$ cat config.mk
export PLATFORM = sky130hd
export DESIGN_NAME = twcw_seq
export DESIGN_NICKNAME = d
export VERILOG_FILES = /design/src/design/twcw_pkg.sv /design/src/design/twcw_seq.sv
export VERILOG_INCLUDE_DIRS = /design/src /design/src/design
export SDC_FILE = /design/constraint.sdc
export NUM_CORES = 2
export LEC_CHECK = 0
export BUFFER_PORTS_ARGS = -buffer_cell sky130_fd_sc_hd__buf_4
export CAP_MARGIN = 20
export CORE_MARGIN = 2
export CORE_UTILIZATION = 43
export DETAILED_ROUTE_END_ITERATION = 8
export PLACE_DENSITY_LB_ADDON = 0.1
export SYNTH_ARGS = -nofsm -noshare
export SYNTH_HDL_FRONTEND = slang
export SYNTH_SLANG_ARGS = --single-unit
export TNS_END_PERCENT = 20
$ cat constraint.sdc
create_clock -name clk_i -period 20.3 [get_ports clk_i]
set_input_delay 1.015 -clock clk_i [delete_from_list [all_inputs] [get_ports clk_i]]
set_output_delay 1.015 -clock clk_i [all_outputs]
set_load 0.02 [all_outputs]
$ cat src/design/text_window_console_writer_assert.svh
// ----------------------------------------------------------------------------
// Assertion macros
// Shared property forms for the text window console writer.
// ----------------------------------------------------------------------------
`ifndef TEXT_WINDOW_CONSOLE_WRITER_ASSERT_SVH
`define TEXT_WINDOW_CONSOLE_WRITER_ASSERT_SVH

// same-cycle implication
`define TWCW_ASSERT_IMPL(name, clk, rstn, ante, cons) \
  name: assert property (@(posedge clk) disable iff (!rstn) (ante) |-> (cons)) \
    else $error("twcw assertion failed");

// next-cycle implication
`define TWCW_ASSERT_NEXT(name, clk, rstn, ante, cons) \
  name: assert property (@(posedge clk) disable iff (!rstn) (ante) |=> (cons)) \
    else $error("twcw assertion failed");

`endif

$ cat src/design/twcw_pkg.sv
// ----------------------------------------------------------------------------
// twcw_pkg
// Types and constants of the text window console writer.
// ----------------------------------------------------------------------------
`timescale 1ns / 1ps
`default_nettype none

package twcw_pkg;

  localparam int unsigned DEF_WINDOW_COLUMNS = 32;
  localparam int unsigned DEF_WINDOW_ROWS    = 24;
  localparam int unsigned DEF_GRID_SIDE      = 4;
  localparam int unsigned DEF_TAB_STEP       = 4;

  localparam int unsigned WINDOW_FW = 4;
  localparam int unsigned ROW_FW    = 5;
  localparam int unsigned PEND_FW   = 6;
  localparam int unsigned TILE_FW   = 16;

  localparam logic KIND_WRITE = 1'b0;
  localparam logic KIND_READ  = 1'b1;

  localparam logic [7:0] CH_NEWLINE = 8'd10;
  localparam logic [7:0] CH_TAB     = 8'd9;
  localparam logic [7:0] CH_SPACE   = 8'd32;

  typedef struct packed {
    logic                 kind;
    logic [7:0]           character;
    logic [1:0]           color;
    logic [WINDOW_FW-1:0] window;
    logic [4:0]           read_column;
    logic [4:0]           read_row;
  } in_t;

  typedef struct packed {
    logic [TILE_FW-1:0] tile_value;
    logic [ROW_FW-1:0]  current_row;
    logic [PEND_FW-1:0] pending_count;
  } out_t;

  typedef struct packed {
    logic re;
    logic we;
  } map_ctl_t;

endpackage

`default_nettype wire

$ cat src/design/twcw_seq.sv
// ----------------------------------------------------------------------------
// twcw_seq
// Item sequencer: window state, line buffer store, tile read, fill, scroll and flush.
// ----------------------------------------------------------------------------
`timescale 1ns / 1ps
`default_nettype none
`include "text_window_console_writer_assert.svh"

module twcw_seq #(
  parameter int unsigned WINDOW_COLUMNS = 32,
  parameter int unsigned WINDOW_ROWS    = 24,
  parameter int unsigned GRID_SIDE      = 4,
  parameter int unsigned TAB_STEP       = 4,
  localparam int unsigned MC = GRID_SIDE * WINDOW_COLUMNS,
  localparam int unsigned AW = $clog2(MC * GRID_SIDE * WINDOW_ROWS)
) (
  input  wire                           clk_i,
  input  wire                           rst_ni,
  input  wire                           in_valid_i,
  output logic                          in_ready_o,
  input  twcw_pkg::in_t                 in_data_i,
  output logic                          res_valid_o,
  input  wire                           res_ready_i,
  output twcw_pkg::out_t                res_data_o,
  input  wire                           map_busy_i,
  output twcw_pkg::map_ctl_t            map_ctl_o,
  output logic [AW-1:0]                 map_waddr_o,
  output logic [twcw_pkg::TILE_FW-1:0]  map_wdata_o,
  output logic [AW-1:0]                 map_raddr_o,
  input  wire [twcw_pkg::TILE_FW-1:0]   map_rdata_i
);
  import twcw_pkg::*;

  localparam int unsigned WIN_CNT = GRID_SIDE * GRID_SIDE;
  localparam int unsigned WIW     = (WIN_CNT > 1) ? $clog2(WIN_CNT) : 1;
  localparam int unsigned WIN_IDS = 2 ** WINDOW_FW;
  localparam int unsigned LBD     = WIN_CNT * WINDOW_COLUMNS;
  localparam int unsigned LBW     = $clog2(LBD);
  localparam int unsigned PW      = $clog2(WINDOW_COLUMNS + 1);
  localparam int unsigned CW      = $clog2(WINDOW_COLUMNS);
  localparam int unsigned RW      = $clog2(WINDOW_ROWS + 1);

  localparam logic [2:0] S_IDLE   = 3'd0;
  localparam logic [2:0] S_RD     = 3'd1;
  localparam logic [2:0] S_RDW    = 3'd2;
  localparam logic [2:0] S_FILL   = 3'd3;
  localparam logic [2:0] S_SCROLL = 3'd4;
  localparam logic [2:0] S_FLUSH  = 3'd5;
  localparam logic [2:0] S_RES    = 3'd6;

  localparam logic SRC_MAP  = 1'b0;
  localparam logic SRC_LINE = 1'b1;

  function automatic logic [TILE_FW-1:0] tile_of(input logic [7:0] ch, input logic [1:0] col);
    tile_of = TILE_FW'(ch) - TILE_FW'(CH_SPACE) + {{(TILE_FW-9){1'b0}}, col, 7'b0};
  endfunction

  logic [AW-1:0] win_base [WIN_IDS];
  logic [PW-1:0] tab_end [WINDOW_COLUMNS];

  for (genvar g = 0; g < WIN_IDS; g++) begin : g_base
    assign win_base[g] = AW'(((g / GRID_SIDE) * WINDOW_ROWS * MC) +
                             ((g % GRID_SIDE) * WINDOW_COLUMNS));
  end

  for (genvar g = 0; g < WINDOW_COLUMNS; g++) begin : g_tab
    assign tab_end[g] = PW'(((((g / TAB_STEP) + 1) * TAB_STEP) < WINDOW_COLUMNS) ?
                            (((g / TAB_STEP) + 1) * TAB_STEP) : WINDOW_COLUMNS);
  end

  // window state registers
  logic [RW-1:0] row_q  [WIN_CNT];
  logic [PW-1:0] pend_q [WIN_CNT];
  logic          win_we;
  logic [RW-1:0] win_row_d;
  logic [PW-1:0] win_pend_d;

  // line buffer store
  logic [7:0]     lb_mem [LBD];
  logic [7:0]     lb_rdata_q;
  logic           lb_we, lb_re;
  logic [LBW-1:0] lb_wadr, lb_radr;

  logic [2:0]     st_q, st_d;
  in_t            item_q, item_d;
  logic [WIW-1:0] wi_q, wi_d, wi_in, widx;
  logic [AW-1:0]  base_q, base_d;
  logic [LBW-1:0] lbase_q, lbase_d;
  logic [PW-1:0]  j_q, j_d, j_nx, end_q, end_d;
  logic [7:0]     chr_q, chr_d;
  logic [CW-1:0]  cnt_q, cnt_d;
  logic [RW-1:0]  rcnt_q, rcnt_d;
  logic [AW-1:0]  src_q, src_d, dst_q, dst_d;
  out_t           res_q, res_d;
  logic           wr_q, wr_d;
  logic           wsel_q, wsel_d;
  logic [AW-1:0]  wadr_q, wadr_d;

  logic [RW-1:0]  row_cur, frow;
  logic [PW-1:0]  pend_cur;
  logic           win_ok, in_range;
  logic [AW-1:0]  rd_off;

  assign wi_in    = WIW'(in_data_i.window);
  assign widx     = (st_q == S_IDLE) ? wi_in : wi_q;
  assign row_cur  = row_q[widx];
  assign pend_cur = pend_q[widx];
  assign frow     = (row_cur >= RW'(WINDOW_ROWS)) ? RW'(WINDOW_ROWS - 1) : row_cur;
  assign j_nx     = j_q + 1'b1;

  assign win_ok   = (WIN_CNT >= WIN_IDS) || (in_data_i.window < WINDOW_FW'(WIN_CNT));
  assign in_range = ((WINDOW_COLUMNS >= 32) || (in_data_i.read_column < 5'(WINDOW_COLUMNS))) &&
                    ((WINDOW_ROWS >= 32) || (in_data_i.read_row < 5'(WINDOW_ROWS)));
  assign rd_off   = AW'(32'(item_q.read_row) * MC + 32'(item_q.read_column));

  assign in_ready_o  = (st_q == S_IDLE) && !map_busy_i;
  assign res_valid_o = (st_q == S_RES);
  assign res_data_o  = res_q;

  assign map_waddr_o = wadr_q;
  assign map_wdata_o = (wsel_q == SRC_LINE) ? tile_of(lb_rdata_q, item_q.color) : map_rdata_i;

  always_comb begin
    st_d       = st_q;
    item_d     = item_q;
    wi_d       = wi_q;
    base_d     = base_q;
    lbase_d    = lbase_q;
    j_d        = j_q;
    end_d      = end_q;
    chr_d      = chr_q;
    cnt_d      = cnt_q;
    rcnt_d     = rcnt_q;
    src_d      = src_q;
    dst_d      = dst_q;
    res_d      = res_q;
    wr_d       = 1'b0;
    wsel_d     = wsel_q;
    wadr_d     = wadr_q;
    lb_we      = 1'b0;
    lb_re      = 1'b0;
    lb_wadr    = lbase_q + LBW'(j_q);
    lb_radr    = lbase_q + LBW'(cnt_q);
    map_ctl_o  = '0;
    map_raddr_o = src_q;
    win_we     = 1'b0;
    win_row_d  = row_cur;
    win_pend_d = '0;

    map_ctl_o.we = wr_q;

    unique case (st_q)
      S_IDLE: begin
        if (in_valid_i && in_ready_o) begin
          item_d  = in_data_i;
          wi_d    = wi_in;
          base_d  = win_base[in_data_i.window];
          lbase_d = LBW'(32'(wi_in) * WINDOW_COLUMNS);
          res_d   = '0;
          if (!win_ok) begin
            st_d = S_RES;
          end else if (in_data_i.kind == KIND_READ) begin
            res_d.current_row   = ROW_FW'(row_cur);
            res_d.pending_count = PEND_FW'(pend_cur);
            st_d = in_range ? S_RD : S_RES;
          end else begin
            j_d = pend_cur;
            if (in_data_i.character == CH_NEWLINE) begin
              end_d = PW'(WINDOW_COLUMNS);
              chr_d = CH_SPACE;
            end else if (in_data_i.character == CH_TAB) begin
              end_d = tab_end[pend_cur[CW-1:0]];
              chr_d = CH_SPACE;
            end else begin
              end_d = pend_cur + 1'b1;
              chr_d = in_data_i.character;
            end
            st_d = S_FILL;
          end
        end
      end
      S_RD: begin
        map_ctl_o.re = 1'b1;
        map_raddr_o  = base_q + rd_off;
        st_d         = S_RDW;
      end
      S_RDW: begin
        res_d.tile_value = map_rdata_i;
        st_d             = S_RES;
      end
      S_FILL: begin
        lb_we = 1'b1;
        j_d   = j_nx;
        if (j_nx == end_q) begin
          win_we = 1'b1;
          if (j_nx == PW'(WINDOW_COLUMNS)) begin
            win_row_d           = frow + 1'b1;
            res_d.current_row   = ROW_FW'(frow + 1'b1);
            res_d.pending_count = '0;
            dst_d  = base_q + AW'(32'(frow) * MC);
            src_d  = base_q + AW'(MC);
            cnt_d  = '0;
            rcnt_d = '0;
            st_d   = (row_cur >= RW'(WINDOW_ROWS)) ? S_SCROLL : S_FLUSH;
          end else begin
            win_pend_d          = j_nx;
            res_d.current_row   = ROW_FW'(row_cur);
            res_d.pending_count = PEND_FW'(j_nx);
            st_d                = S_RES;
          end
        end
      end
      S_SCROLL: begin
        map_ctl_o.re = 1'b1;
        map_raddr_o  = src_q;
        wr_d   = 1'b1;
        wsel_d = SRC_MAP;
        wadr_d = src_q - AW'(MC);
        if (cnt_q == CW'(WINDOW_COLUMNS - 1)) begin
          cnt_d  = '0;
          src_d  = src_q + AW'(MC - WINDOW_COLUMNS + 1);
          rcnt_d = rcnt_q + 1'b1;
          if (rcnt_q == RW'(WINDOW_ROWS - 2)) begin
            st_d = S_FLUSH;
          end
        end else begin
          cnt_d = cnt_q + 1'b1;
          src_d = src_q + 1'b1;
        end
      end
      S_FLUSH: begin
        lb_re  = 1'b1;
        wr_d   = 1'b1;
        wsel_d = SRC_LINE;
        wadr_d = dst_q;
        dst_d  = dst_q + 1'b1;
        cnt_d  = cnt_q + 1'b1;
        if (cnt_q == CW'(WINDOW_COLUMNS - 1)) begin
          cnt_d = '0;
          st_d  = S_RES;
        end
      end
      S_RES: begin
        if (res_ready_i) begin
          st_d = S_IDLE;
        end
      end
      default: st_d = S_IDLE;
    endcase
  end

  always_ff @(posedge clk_i or negedge rst_ni) begin
    if (!rst_ni) begin
      st_q <= S_IDLE;
      wr_q <= 1'b0;
    end else begin
      st_q <= st_d;
      wr_q <= wr_d;
    end
  end

  always_ff @(posedge clk_i) begin
    item_q  <= item_d;
    wi_q    <= wi_d;
    base_q  <= base_d;
    lbase_q <= lbase_d;
    j_q     <= j_d;
    end_q   <= end_d;
    chr_q   <= chr_d;
    cnt_q   <= cnt_d;
    rcnt_q  <= rcnt_d;
    src_q   <= src_d;
    dst_q   <= dst_d;
    res_q   <= res_d;
    wsel_q  <= wsel_d;
    wadr_q  <= wadr_d;
  end

  always_ff @(posedge clk_i or negedge rst_ni) begin
    if (!rst_ni) begin
      for (int i = 0; i < WIN_CNT; i++) begin
        row_q[i]  <= '0;
        pend_q[i] <= '0;
      end
    end else if (win_we) begin
      row_q[wi_q]  <= win_row_d;
      pend_q[wi_q] <= win_pend_d;
    end
  end

  always_ff @(posedge clk_i) begin
    if (lb_we) begin
      lb_mem[lb_wadr] <= chr_q;
    end
    if (lb_re) begin
      lb_rdata_q <= lb_mem[lb_radr];
    end
  end

  `TWCW_ASSERT_IMPL(a_fill_bound, clk_i, rst_ni, st_q == S_FILL, j_q < end_q)
  `TWCW_ASSERT_IMPL(a_scroll_apart, clk_i, rst_ni, wr_q && (wsel_q == SRC_MAP), wadr_q != src_q)
  `TWCW_ASSERT_NEXT(a_flush_tail, clk_i, rst_ni, (st_q == S_FLUSH) && (cnt_q == CW'(WINDOW_COLUMNS - 1)), wr_q && (st_q == S_RES))
  `TWCW_ASSERT_IMPL(a_pend_bound, clk_i, rst_ni, win_we, win_pend_d < PW'(WINDOW_COLUMNS))

endmodule

`default_nettype wire

Word level (Yosys, flattened, before mapping)
Memories as Yosys holds them, arrays and structs flattened. A register that Yosys moved wholly into a read port is not among the register bits.
Index checks and enable logic that the tools add are counted.
Word-level totals
  register bits: 296
  memory bits (writable): 4096
  memory bits (read-only): 416
  output and inout port bits: 75
  memories: 3
Cells by class
  add/sub/neg operators: 17
  $lt $le $gt $ge: 6
  equality and inequality tests: 20
  multiplexer cells: 68
  bitwise logic cells: 5
  reduce and logical (&&, ||, !) cells: 24
Memories
  lb_mem: words 512, bits a word 8, rd ports 1, clocked after Yosys merged registers in 1, write ports 1, RTL line twcw_seq.sv:79  | logic [7:0] lb_mem [LBD];
  (name not given): words 16, bits a word 14, rd ports 1, clocked after Yosys merged registers in 1, write ports 0, RTL line twcw_seq.sv:157  | base_d = win_base[in_data_i.window];
  (name not given): words 32, bits a word 6, rd ports 1, clocked after Yosys merged registers in 0, write ports 0, RTL line twcw_seq.sv:172  | end_d = tab_end[pend_cur[CW-1:0]];
Operators by type and width (number)
  $bwmux W96: 1
  $mux W14: 6
  $pmux W14 S2: 3
  $bwmux W80: 1
  $mux W6: 11
  $mux W5: 11
  $mux W11: 3
  $pmux W16 S2: 1
  $add A14 B1 Y14 const B: 2
  $mux W27: 1
  $bmux W6 S4: 1
  $demux W6 S4: 1
  $mux W3: 8
  $pmux W11 S2: 1
  $pmux W3 S7: 1
  $bmux W5 S4: 1
  $demux W5 S4: 1
  $pmux W5 S2: 2
  $reduce_and A3 Y1: 6
  $eq A8 B4 Y1 const B: 2
  $mux W16: 1
  $add A5 B1 Y5 const B: 3
  $ge A5 B5 Y1 const B: 3
  $not A4 Y5: 3
  37 further kinds: 66

Longest topological paths before layout
  depth after elaboration: 13
  mapped depth: 16
  gate-level depth less buffers: 13

Least setup slack after synthesis
OpenSTA, ideal clock, no wires.
  path type: reg2reg
  start point: register chr_q[0]
  end point: memory lb_mem[0][0], data pin
  library setup time: 1435 ps
  arrival time: 6158 ps
  slack: 12707 ps
  cell stages (with the launch flop): 1
  path buffers: 0
  path through: edfxtp_1
RTL lines
  start: declaration: RTL line twcw_seq.sv:90  | logic [7:0] chr_q, chr_d;
  start signal: assignment: RTL line twcw_seq.sv:269  | chr_q <= chr_d;
  end: declaration: RTL line twcw_seq.sv:79
No word-level cell before the write port.

Worst setup path in the final report
  start point: register cnt_q[0]
  end point: register lb_rdata_q[2], read port of lb_mem, data pin
On the way
  word-level cells in the longest chain between the ends: 1
RTL lines
  start: declaration: RTL line twcw_seq.sv:91  | logic [CW-1:0] cnt_q, cnt_d;
  start signal: assignment: RTL line twcw_seq.sv:270  | cnt_q <= cnt_d;
  $add A9 B5 Y9: RTL line twcw_seq.sv:143  | lb_radr = lbase_q + LBW'(cnt_q);
  end: declaration: RTL line twcw_seq.sv:80  | logic [7:0] lb_rdata_q;
No other way between the ends.
A chain may end at the register's enable or synchronous reset.

==> flow_summary.json <==
{
  "clockBufferDepth": 4,
  "hold_viol": 0,
  "port-buffer-count": 120,
  "firstDrtPassIters": 6,
  "syn-instance-count": 8672,
  "core-area_sq_um": 403000,
  "cts-resized-gates": 0,
  "rr_worst_depth": 12,
  "yosys-top-cells-area": "edfxtp_1 73%, mux4_2 14%, dfrtp_1 2.6%, nor2_1 1.5%, mux2i_1 1.4%",
  "synthArstFlopShare_pct": 4.09,
  "p_leak_nw": 61.8,
  "fin_skew_ns": 0.0832,
  "setup_viol": 0,
  "finalMaxSlewViolations": 0,
  "grt_max_degree": 193,
  "critical-path-max-stage-delay_ns": 0.94,
  "timing.final.ws_setup_ns": 13.00,
  "synth_cell_types": 96,
  "cpLargestDelayFamily": "buffers and inverters",
  "syn_area_sq_um": 174000,
  "worst_slew_pin_slew_ns": 1.27,
  "die_h_um": 640,
  "wl_um": 530000,
  "reg2reg_to": "lb_rdata_q[2]",
  "setup_tns_ns": 0,
  "drive_above_1_share_pct": 24.2,
  "regToRegStartpoint": "cnt_q[0]",
  "rsz0062_at_grt": "no",
  "fmax_ghz": 0.137,
  "yosys.area.top_type_share_pct": 73.0,
  "drc": 0,
  "dp_slack_ns": 12.78,
  "cp.required_ns": 21.05,
  "design_area_sq_um": 197000,
  "grtUsageTotal_pct": 25.7,
  "drt-initial-drc-count": 12300,
  "hold_buffers": 0,
  "drtAntennaViolNets": 0,
  "syn_nets": 8750,
  "synth-edff-count": 4223,
  "clock_sinks": 4403,
  "cts_tree": "yes",
  "yosysSeqAreaShare_pct": 75.6,
  "start_kind": "flip-flop",
  "fin_crit_ns": 7.30,
  "yosys_warnings": 0,
  "rows": 233,
  "die_w_um": 640,
  "place.gp.congestion": 0.827,
  "cp_cell_sequence": "buf_4 -> buf_12 -> buf_4 -> buf_4 -> buf_4 -> mux4_2 -> a22oi_1 -> nand3_1 -> o221ai_1 -> a31oi_1 -> a311oi_1 -> or3b_2",
  "place.detailed.hpwl_um": 323000,
  "max_cap_violations": 0,
  "die_area_sq_um": 409000,
  "ios": 121,
  "wl_per_cell_um": 35.8,
  "grt_pass1_vias": 89800,
  "fin_crit_sh_pct": 35.9,
  "syn_avg_cell_area_sq_um": 20.0,
  "p_total_mw": 25.7,
  "r2r_slack_ns": 13.00,
  "cts_buffers": 464,
  "placed_cell_area_sq_um": 181000,
  "vias_per_cell": 6.10,
  "synthFlopType": "edfxtp_1",
  "cp.buffers_inverters": 5,
  "grt_antenna_before_repair": 48,
  "status": "completed",
  "grt_overflow_total": 0,
  "nets": 9067,
  "powerDensity_nw_per_um2": 131,
  "worstSetupPathType": "flip-flop to flip-flop",
  "start_util_pct": 43.1,
  "ir_drop_mv": 0.156,
  "vias": 90200,
  "grt_pass1_wl_um": 733000,
  "yosys.area.top_type": "edfxtp_1",
  "hp-class": "input port to asynchronous set/reset pin",
  "end_kind": "flip-flop",
  "clk_latency_ns": 1.02,
  "clk_pin_slew_ns": 0.06,
  "cpMostUsedCell": "buf_4",
  "area_growth_pct": 13.3,
  "cts_setup_buffers": 0,
  "crit_fanout": 61,
  "htreeDepth": 5,
  "arrival_ns": 8.05,
  "critPathSlowestCell": "a311oi_1",
  "slew_headroom_pct": 15.1,
  "ys_ff_latch": 4403,
  "cts_root_buf": "clkbuf_16"
}
-- flip-flops by register name, indices dropped and copies added (netlist names), 8 cells and up --
signal       flops
item_q          12
map_waddr_o     14
lb_rdata_q       8
dst_q           14
src_q           14
chr_q            8
lb_mem        4096
pend_q          96
row_q           80
res_data_o      27
-- report_power, final --
group          internal (mW)  leakage [nW]  switching (mW)  total [mW]
Sequential              10.0          40.2          0.0941        10.1
Combinational           2.77          14.3            4.37        7.14
Clock                   4.85          7.30            3.60        8.45
Total                   17.6          61.8            8.06        25.7
-- logic make-up after synthesis --
| family | after synthesis | synth area share (%) |
|---|---|---|
| xor gates and xnor gates | 57 | 0.296 |
| muxes | 1384 | 15.9 |
| adders and majority gates | 32 | 0.243 |
| and+or+nand+nor | 1427 | 3.53 |
| buffers and inverters | 575 | 1.46 |
| AOI/OAI and AO/OA | 794 | 3.00 |
| DFF | 4403 | 75.6 |
-- final cells by class --
type                       instances  area, sq um
antenna                           14         35.0
inverter                          40          160
timing repair buffer             386         3260
clock buffer                     578        12200
multi-input combinational       3694        40200
fill                           33000       206000
clock inverter                   281         2840
sequential                      4403       131000
tap                             5405         6760
-- cells in the final DEF, fill, tap and decap left out, types with 19 or more instances in the layout --
cell          n
a21oi_1     135
o21ai_0     204
mux2i_1     251
bufinv_16    47
and2_1       23
a211oi_1     35
ha_1         29
dfrtp_1     180
clkinv_2     77
nor2b_1      19
clkbuf_1    104
nor3_1       35
buf_12       19
a31oi_1      58
clkbuf_16   468
clkinv_1    114
mux4_2     1091
nor4_1       23
xnor2_1      27
o22ai_1      36
inv_1        35
o21ai_1      24
xor2_1       28
o211ai_1     22
and3_1       27
nor2_1      661
a22oi_1     123
mux2_2       38
nand3_1     100
buf_4       342
nand2_1     409
edfxtp_1   4223
-- how the worst max path moves through the flow --
stage	start	end	slack, ns	depth (start not counted)
floorplan	chr_q[0]	lb_mem[0][0]	12.71	0
global placement	cnt_q[0]	lb_rdata_q[5]	11.21	11
finish	cnt_q[0]	lb_rdata_q[2]	13.00	12
CTS	cnt_q[0]	lb_rdata_q[2]	12.74	12
global route	cnt_q[0]	lb_rdata_q[2]	12.39	12
detailed placement	cnt_q[0]	lb_rdata_q[2]	12.78	12
-- synth_stat cells, types with 39 or more instances --
| cell type | instances |
|---|---|
| clkbuf_1 | 241 |
| mux4_2 | 1091 |
| o21ai_0 | 205 |
| a31oi_1 | 58 |
| edfxtp_1 | 4223 |
| buf_1 | 83 |
| nor2_1 | 673 |
| a21oi_1 | 135 |
| nand3_1 | 100 |
| nor3_1 | 39 |
| nand2_1 | 428 |
| mux2i_1 | 251 |
| dfrtp_1 | 180 |
| buf_2 | 179 |
| a22oi_1 | 123 |
-- worst register-to-register path: stages, from the launching register on --
cell and delay, ns:
edfxtp_1 0.41, buf_4 0.62, buf_12 0.52, buf_4 0.80, buf_4 0.82, buf_4 0.89
mux4_2 0.61, a22oi_1 0.25, nand3_1 0.24, o221ai_1 0.18, a31oi_1 0.25, a311oi_1 0.94
or3b_2 0.51
-- metrics by stage --
step / util (%) / hold slack [ns] / instances
floorplan: - / 0.438 / 8672
global placement: 45.0 / 0.447 / 13900
detailed placement: 45.1 / 0.454 / 13900
CTS: 48.8 / 0.106 / 14800
global route: 48.9 / 0.140 / 14800
finish: 48.9 / 0.158 / 14800
-- per-layer routing --
layer	routed length [um]	up-vias	global-route usage, %
met5	31	-	0
met4	16200	4	7.03
met3	45200	732	4.76
met2	251000	4288	40.8
met1	218000	49000	36.7
li1	-	36300	-
Note: power is estimated with default switching activity, not from simulation.
